## config.mk

```make
export PLATFORM = sky130hd
export DESIGN_NAME = date_record_line_parser_core
export DESIGN_NICKNAME = d
export VERILOG_FILES = /design/src/rtl/drlp_pkg.sv /design/src/rtl/date_record_line_parser_core.sv
export SDC_FILE = /design/constraint.sdc
export NUM_CORES = 1
export LEC_CHECK = 0
export BUFFER_PORTS_ARGS = -buffer_cell sky130_fd_sc_hd__buf_2
export CAP_MARGIN = 20
export CORE_MARGIN = 8
export CORE_UTILIZATION = 30
export CTS_CLUSTER_DIAMETER = 150
export CTS_CLUSTER_SIZE = 10
export DETAILED_ROUTE_END_ITERATION = 6
export GPL_ROUTABILITY_DRIVEN = 0
export GPL_TIMING_DRIVEN = 0
export SYNTH_ARGS = -nofsm -noshare
export SYNTH_HDL_FRONTEND = slang
export SYNTH_SLANG_ARGS = --single-unit
```

## constraint.sdc

```tcl
create_clock -name clk -period 4 [get_ports clk]
set_input_delay 0.2 -clock clk [delete_from_list [all_inputs] [get_ports clk]]
set_output_delay 0.2 -clock clk [all_outputs]
set_load 0.005 [all_outputs]
```

## src/rtl/drlp_pkg.sv

```systemverilog
// Package for the date record line parser: transaction payload types,
// character codes, phase codes and character class functions.
// No dependencies.
package drlp_pkg;

    typedef struct packed {
        logic [7:0] char_code;
        logic       line_end;
    } drlp_item_t;

    typedef struct packed {
        logic        kind;
        logic [7:0]  name_char;
        logic [13:0] year;
        logic [6:0]  month;
        logic [6:0]  day;
        logic        status;
    } drlp_result_t;

    localparam logic [7:0] CHAR_COLON = 8'h3A;
    localparam logic [7:0] CHAR_DASH  = 8'h2D;
    localparam logic [7:0] CHAR_SPACE = 8'h20;

    localparam logic [1:0] PH_NAME = 2'd0;
    localparam logic [1:0] PH_GAP  = 2'd1;
    localparam logic [1:0] PH_DATE = 2'd2;

    localparam logic KIND_NAME   = 1'b0;
    localparam logic KIND_RECORD = 1'b1;

    localparam logic STATUS_OK  = 1'b0;
    localparam logic STATUS_BAD = 1'b1;

    localparam logic [1:0] GROUP_YEAR  = 2'd0;
    localparam logic [1:0] GROUP_MONTH = 2'd1;
    localparam logic [1:0] GROUP_DAY   = 2'd2;
    localparam logic [2:0] YEAR_DIGITS = 3'd4;
    localparam logic [2:0] MD_DIGITS   = 3'd2;
    localparam logic [2:0] LEN_CAP     = 3'd5;

    function automatic logic is_digit(input logic [7:0] c);
        return (c >= 8'h30) && (c <= 8'h39);
    endfunction

    function automatic logic is_space(input logic [7:0] c);
        return (c == CHAR_SPACE) || ((c >= 8'd9) && (c <= 8'd13));
    endfunction

    function automatic logic is_alpha(input logic [7:0] c);
        return ((c >= 8'h41) && (c <= 8'h5A)) || ((c >= 8'h61) && (c <= 8'h7A));
    endfunction

endpackage

```

## src/rtl/date_record_line_parser_core.sv

```systemverilog
// Top level of the date record line parser: input register, per-character
// parse logic and result register. Depends on drlp_pkg.
//
// Usage: feed one character of a line "name: Y-M-D" per transaction on the
// item channel, with line_end set on the last character. Every name
// character before the first colon comes back as a result with kind 0.
// The last character of the line returns one record (kind 1) with year,
// month, day and status (0 valid, 1 bad; the date fields are 0 when bad).
// Other characters return nothing.
// Throughput: one character per cycle while no result is stalled, set by
// the combinational parse logic between the input and result registers.
// A character waits in the input register until the result register is
// free; its result is then registered in the result register.
// Stall: when result_stall holds a waiting result, the input register still
// takes one more character; item_stall rises only when both registers are
// full. A stalled result holds its value.
// Reset: rst_n clears both registers and puts the parser at the start of
// a line (name phase, accumulators zero). It also returns there after
// every last character.
module date_record_line_parser_core
    import drlp_pkg::*;
(
    input  logic         clk,
    input  logic         rst_n,
    input  logic         item_valid,
    output logic         item_stall,
    input  drlp_item_t   item,
    output logic         result_valid,
    input  logic         result_stall,
    output drlp_result_t result
);

    logic         in_valid_reg;
    drlp_item_t   in_data_reg;
    logic         out_valid_reg;
    drlp_result_t out_data_reg;

    logic [1:0]  phase_reg,     phase_next;
    logic [1:0]  group_idx_reg, group_idx_next;
    logic [2:0]  group_len_reg, group_len_next;
    logic [13:0] year_reg,      year_next;
    logic [6:0]  month_reg,     month_next;
    logic [6:0]  day_reg,       day_next;
    logic        bad_reg,       bad_next;

    logic         out_free;
    logic         fire;
    logic         emit;
    drlp_result_t res_comb;

    assign out_free   = !out_valid_reg || !result_stall;
    assign fire       = in_valid_reg && out_free;
    assign item_stall = in_valid_reg && !out_free;

    always_comb
    begin
        logic [7:0]  c;
        logic [3:0]  digit;
        logic        take_digit;
        logic [1:0]  gi;
        logic [2:0]  gl;
        logic [2:0]  gl_inc;
        logic [2:0]  limit;
        logic        echo;
        logic        ok;

        c     = in_data_reg.char_code;
        digit = c[3:0];
        take_digit = 1'b0;
        gi    = group_idx_reg;
        gl    = group_len_reg;
        echo  = 1'b0;

        phase_next     = phase_reg;
        group_idx_next = group_idx_reg;
        group_len_next = group_len_reg;
        year_next      = year_reg;
        month_next     = month_reg;
        day_next       = day_reg;
        bad_next       = bad_reg;

        unique case (phase_reg)
            PH_NAME:
            begin
                if (c == CHAR_COLON)
                begin
                    phase_next = PH_GAP;
                end
                else
                begin
                    if (!(is_alpha(c) || is_digit(c) || is_space(c)))
                        bad_next = 1'b1;
                    echo = 1'b1;
                end
            end
            PH_GAP:
            begin
                if (is_digit(c))
                begin
                    phase_next = PH_DATE;
                    gi = GROUP_YEAR;
                    gl = 3'd0;
                    take_digit = 1'b1;
                end
                else if (!(is_space(c) || c == CHAR_COLON || c == CHAR_DASH))
                begin
                    bad_next = 1'b1;
                end
            end
            PH_DATE:
            begin
                if (is_digit(c))
                begin
                    take_digit = 1'b1;
                end
                else if (c == CHAR_DASH)
                begin
                    if (group_len_reg == 3'd0 || group_idx_reg >= GROUP_DAY)
                        bad_next = 1'b1;
                    else
                    begin
                        group_idx_next = group_idx_reg + 2'd1;
                        group_len_next = 3'd0;
                    end
                end
                else
                begin
                    bad_next = 1'b1;
                end
            end
            default:
            begin
                bad_next = 1'b1;
            end
        endcase

        // Count the digit (saturating) and fold it into the current group.
        gl_inc = (gl < LEN_CAP) ? gl + 3'd1 : gl;
        limit  = (gi == GROUP_YEAR) ? YEAR_DIGITS : MD_DIGITS;
        if (take_digit)
        begin
            group_idx_next = gi;
            group_len_next = gl_inc;
            if (gl_inc > limit)
                bad_next = 1'b1;
            else if (gi == GROUP_YEAR)
                year_next = (year_reg << 3) + (year_reg << 1) + {10'd0, digit};
            else if (gi == GROUP_MONTH)
                month_next = (month_reg << 3) + (month_reg << 1) + {3'd0, digit};
            else
                day_next = (day_reg << 3) + (day_reg << 1) + {3'd0, digit};
        end

        ok = !bad_next && phase_next == PH_DATE && group_idx_next == GROUP_DAY
             && group_len_next != 3'd0;

        res_comb = '0;
        emit     = in_data_reg.line_end || echo;
        if (in_data_reg.line_end)
        begin
            res_comb.kind = KIND_RECORD;
            if (ok)
            begin
                res_comb.year   = year_next;
                res_comb.month  = month_next;
                res_comb.day    = day_next;
                res_comb.status = STATUS_OK;
            end
            else
            begin
                res_comb.status = STATUS_BAD;
            end
            // Back to the start of a line.
            phase_next     = PH_NAME;
            group_idx_next = 2'd0;
            group_len_next = 3'd0;
            year_next      = '0;
            month_next     = '0;
            day_next       = '0;
            bad_next       = 1'b0;
        end
        else
        begin
            res_comb.kind      = KIND_NAME;
            res_comb.name_char = c;
        end
    end

    always_ff @(posedge clk or negedge rst_n)
    begin
        if (!rst_n)
        begin
            in_valid_reg  <= 1'b0;
            out_valid_reg <= 1'b0;
            phase_reg     <= PH_NAME;
            group_idx_reg <= 2'd0;
            group_len_reg <= 3'd0;
            year_reg      <= '0;
            month_reg     <= '0;
            day_reg       <= '0;
            bad_reg       <= 1'b0;
        end
        else
        begin
            if (!item_stall)
                in_valid_reg <= item_valid;
            if (out_free)
                out_valid_reg <= fire && emit;
            if (fire)
            begin
                phase_reg     <= phase_next;
                group_idx_reg <= group_idx_next;
                group_len_reg <= group_len_next;
                year_reg      <= year_next;
                month_reg     <= month_next;
                day_reg       <= day_next;
                bad_reg       <= bad_next;
            end
        end
    end

    always_ff @(posedge clk)
    begin
        if (!item_stall && item_valid)
            in_data_reg <= item;
        if (fire && emit)
            out_data_reg <= res_comb;
    end

    assign result_valid = out_valid_reg;
    assign result       = out_data_reg;

endmodule

```

# Word-level counts from Yosys, hierarchy flattened
# Cells that the tools add are included.
[totals]
out_inout_bits = 40
word_cells = 128
input_bits = 13
register_bits = 85
[classes]
magnitude_cmp = 11
reduce_logical = 31
n_eq_ne = 8
addsub = 8
n_mux = 53
[op_table]
columns = ["cell", "n"]
rows = [
  ["$mux 7", 10],
  ["$mux 14", 4],
  ["$mux 3", 10],
  ["$eq 8x6->1 const B", 3],
  ["$mux 2", 11],
  ["$ge 8x7->1 const B", 2],
  ["$le 8x7->1 const B", 2],
  ["$mux 1", 16],
  ["$add 14x14->14", 1],
  ["$add 14x4->14", 1],
  ["$add 7x4->7", 2],
  ["$add 7x7->7", 2],
  ["$logic_and 1x1->1", 11],
  ["$logic_or 1x1->1", 9],
  ["$ge 8x4->1 const B", 1],
  ["$ge 8x6->1 const B", 1],
  ["$le 8x4->1 const B", 1],
  ["$le 8x6->1 const B", 1],
  ["$eq 2x2->1 const B", 3],
  ["$logic_not 1->1", 5],
  ["$eq 2x1->1 const B", 2],
  ["$logic_not 2->1", 2],
  ["$pmux 2 s2", 1],
  ["$add 3x1->3 const B", 1],
  ["9 further kinds", 9],
]

# Logic depth before layout (Yosys ltp)
[depth]
depth_word = 15
depth_mapped = 17
ltp_nobuf = 14

# Worst setup path before layout
# No wires, ideal clock.
[synth_timing]
path_kind = "register to register"
from = "reg in_data_reg[4] (netlist name)"
to = "reg out_data_reg, in the netlist result[3], data pin"
t_required_ps = 3744
path_stages_with_launch = 18
t_arrival_ps = 3737
path_buffers = 4
setup_slack_ps = 7
period_less_slack_ps = 3993
setup_ps = 256
cell_sequence = "edfxtp_1 -> buf_2 -> o21ai_2 -> and3_1 -> buf_6 -> and2b_1 -> ha_1 -> or4bb_1 -> a31oi_1 -> nor2_1 -> ha_1 -> o211ai_1 -> o21a_1 -> buf_6 -> nor4b_4 -> buf_6 -> mux2i_1 -> nor3_2"
[synth_between]
elab_chain_len = 15
elab_cells_between_ends = 66
classes_between = "add/sub (1); order compare (10); eq/ne (6); mux (32); reduce/logical (17)"
[synth_rtl]
columns = ["item", "line_no", "text"]
rows = [
  ["from (decl)", "date_record_line_parser_core.sv:34", "drlp_item_t in_data_reg;"],
  ["from (signal assigned)", "date_record_line_parser_core.sv:225", "in_data_reg <= item;"],
  ["parallel branches: the longest is 15 deep, another holds $ge 8x6->1", "n/a", ""],
  ["to (signal assigned)", "date_record_line_parser_core.sv:227", "out_data_reg <= res_comb;"],
  ["to (decl)", "date_record_line_parser_core.sv:36", "drlp_result_t out_data_reg;"],
]
# Several ways; the timed one is not identified.
# A chain may end at the register's enable or synchronous reset.

# Worst setup path after layout
[layout_timing]
from = "reg in_data_reg[5] (netlist name)"
to = "reg out_data_reg, in the netlist result[14], data pin"
# The elaborated chain is that of the path after synthesis.

==> metrics.txt <==
Post-Syn Instances=474; Post-synth ARST share=0.4471; unrepaired setup endpoints after global routing=no; DP HPWL=9969 um; utilization after layout=0.3712; Inserted Clock Buffers=9; number of nets still failing antenna checks after routing=0; Clock Sink Count=85; Synth Area per Inst=11.24 um2; net count after synthesis=539; crit start category=flip-flop; Final setup violation count=0; routed len/inst=17.42 um; Hold Violations, Final=0; num rows=48; first-pass detailed-route iteration total=5; initial antenna violation count=0; worst reg2reg startpoint=in_data_reg[5]$_DFFE_PP_; vias in the first global route=4,240; final worst-path setup slack=0.1664 ns; category of the worst setup path capture point=flip-flop; post-CTS clock slew at the launch and capture registers of the worst setup and hold paths=0.07 ns; fin. max-slew vios=0; cell taking the most area after synthesis=edfxtp_1; routed wire length=13,740 um; highest clock rate=260.9 MHz; max reg flops=38; top cell type's share of synthesized area=0.2648; worst skew pair latency=0.35 ns; Critical Setup Path Class=flip-flop to flip-flop; DP Cell Count=752; number of max-cap violations=0; fraction of the cycle the final worst path needs=0.9584; leftover overflow at the end of global routing=0; worst hold path type=input pin to async pin; CTS H-Tree Depth=3; Floorplan Core Area=17,360 um2; horizontal die dimension=149.3 um; leading cell types by total area after synthesis=edfxtp_1 26%, dfrtp_1 18%, ha_1 11%; primary flip-flop cell chosen by synthesis mapping=edfxtp_1; height of the die=149.3 um; synth-to-layout area growth=20.87%; NumNets Final=624; status=completed; CP startpoint=in_data_reg[5]$_DFFE_PP_; Worst Max-Slew Pin Slew=0.9928 ns; leakage power figure=2.802 nW; Synth Warn #=0; total die area=22,290 um2; wire length of the first global-routing pass=22,180 um; most frequent cell after synthesis=edfxtp_1; number of antenna repair diodes=0; Final Critical Period=3.834 ns; vias post-DR=4,181; count of unresolved DRC violations after routing=0; worst slack after detailed placement=-0.6419 ns; maximum number of pins on one net before global-route repair=39; global-route total usage across every layer=0.1247; number of flops mapped to enable cells by yosys=47; peak supply drop=250.2 uV; vias per inst=5.299; Synth cell types=65; Clock Root Buffer=clkbuf_16; largest driver fanout on the critical path=10; number of port buffers=52; cell types with the highest counts after synthesis=47 x edfxtp_1, 46 x ha_1, 38 x dfrtp_1; relative slew slack=0.3381; post-route insts no fill=789; clock skew=0.01329 ns; CTS hold repair buffers=0; post-synth design cell area=5330 um2; number of top-level design ports=53; crit path DAT=3.93 ns; proportion of layout cells with a drive suffix above 1=0.2429; initial core utilization=0.3071; required time of the critical path=4.09 ns; proportion of synthesized chip area in sequential cells=0.4432; DRC marker count from the first detailed-route iteration=401; final-layout fill cell count=1,673; Final Hold Slack=0.01516 ns; maximum clock insertion buffer count=2; TNS Setup=0 ns; pwr dens=388.2 nW/um2; CTS tree=yes; post-synthesis register bit count=85
-- metal layers --
| metal | track usage | vias up | part of all wire | wire [um] |
|---|---|---|---|---|
| met1 | 0.1517 | 2053 | 0.44 | 5996 |
| met4 | 0.04897 | 0 | 0.024 | 332 |
| met5 | 0 | - | 0 | 0 |
| met2 | 0.2095 | 121 | 0.48 | 6608 |
| li1 | - | 1981 | - | - |
| met3 | 0.02913 | 26 | 0.059 | 806 |
-- area by class of cell --
class / instances / area (um2) / share of cell area
multi-input combinational: 342 / 2793 / 0.4335
sequential: 85 / 2364 / 0.3669
timing repair buffer: 75 / 445.4 / 0.06914
tap: 225 / 281.5 / 0.04370
clock buffer: 9 / 225.2 / 0.03496
buffer: 25 / 173.9 / 0.02700
clock inverter: 7 / 81.33 / 0.01262
inverter: 21 / 78.83 / 0.01224
-- critical path: stages, from the launching register on --
cell,delay [ns]
edfxtp_1,0.38
buf_6,0.14
and4bb_4,0.21
and3_4,0.19
and2b_1,0.19
ha_2,0.17
or4bb_1,0.41
a31oi_2,0.19
nor2_1,0.08
ha_1,0.30
o211ai_1,0.12
buf_4,0.15
a2111o_1,0.39
buf_2,0.22
and2_1,0.21
a21oi_2,0.17
nor3_1,0.06
-- through the flow --
| stage | cell area [um2] | total power, mW |
|---|---|---|
| finish | 6442 | 2.501 |
| global route | 6442 | 2.619 |
| CTS | 6350 | 2.509 |
| detailed placement | 5899 | 1.608 |
| global placement | 5872 | 1.584 |
| floorplan | 5330 | 1.393 |
-- path summary, 6_finish.rpt --
path | to | slack (ns) | cells past startpoint
worst max-delay path | result[14]$_SDFFCE_PN0P_ | 0.17 | 16
worst min-delay path | phase_reg[0]$_DFFE_PN0P_ | 0.02 | 1
worst max register to register | result[14]$_SDFFCE_PN0P_ | 0.17 | 16
worst min register to register | month_reg[6]$_DFFE_PN0P_ | 0.49 | 2
max in group asynchronous | phase_reg[1]$_DFFE_PN0P_ | 3.31 | 1
min in group clk | in_data_reg[7]$_DFFE_PP_ | 0.02 | 1
-- cells by family (layout without fill, tap and decap cells) --
| kind of cell | after synthesis | count (layout) | share of synthesized area |
|---|---|---|---|
| compound gates | 115 | 115 | 0.1599 |
| xor+xnor | 20 | 20 | 0.03286 |
| fa+ha+maj | 52 | 52 | 0.1305 |
| buf+inv | 47 | 137 | 0.04789 |
| flops | 85 | 85 | 0.4432 |
| mux | 23 | 23 | 0.04319 |
| simple gates | 132 | 132 | 0.1425 |
-- where the power goes --
group	internal (mW)	total, mW	switching [mW]
Combinational	0.208	0.534	0.326
Clock	0.493	0.865	0.372
Sequential	1.05	1.10	0.0479
-- placed cells by master, fill, tap and decap left out, types with 4 or more instances in the layout --
cell type,synthesis,routed
buf_6,8,7
o21a_1,6,6
dfrtp_1,38,37
or3_1,5,5
xnor2_1,17,17
nand3_1,11,11
clkbuf_16,0,9
a31oi_1,5,4
o31ai_1,4,4
nor3_1,27,24
a22o_1,10,10
fa_1,6,6
nor3_2,7,8
ha_1,46,45
and2_1,6,6
mux2i_1,23,21
a32o_1,13,13
nor2_1,18,17
o21ai_0,15,15
buf_2,7,58
buf_4,2,24
clkbuf_1,6,6
nand2_1,24,24
a21o_1,9,9
a21oi_1,17,16
inv_1,21,21
nor2b_1,10,10
o2bb2ai_1,5,5
edfxtp_1,47,47
-- timing repair --
action / 4_1_cts / 5_1_grt
pin swaps: 6 / 6
resized for setup: 13 / 7
setup endpoints to repair: 57 / 49
buffers inserted: 11 / 11
Note: power is estimated with default switching activity, not from simulation.
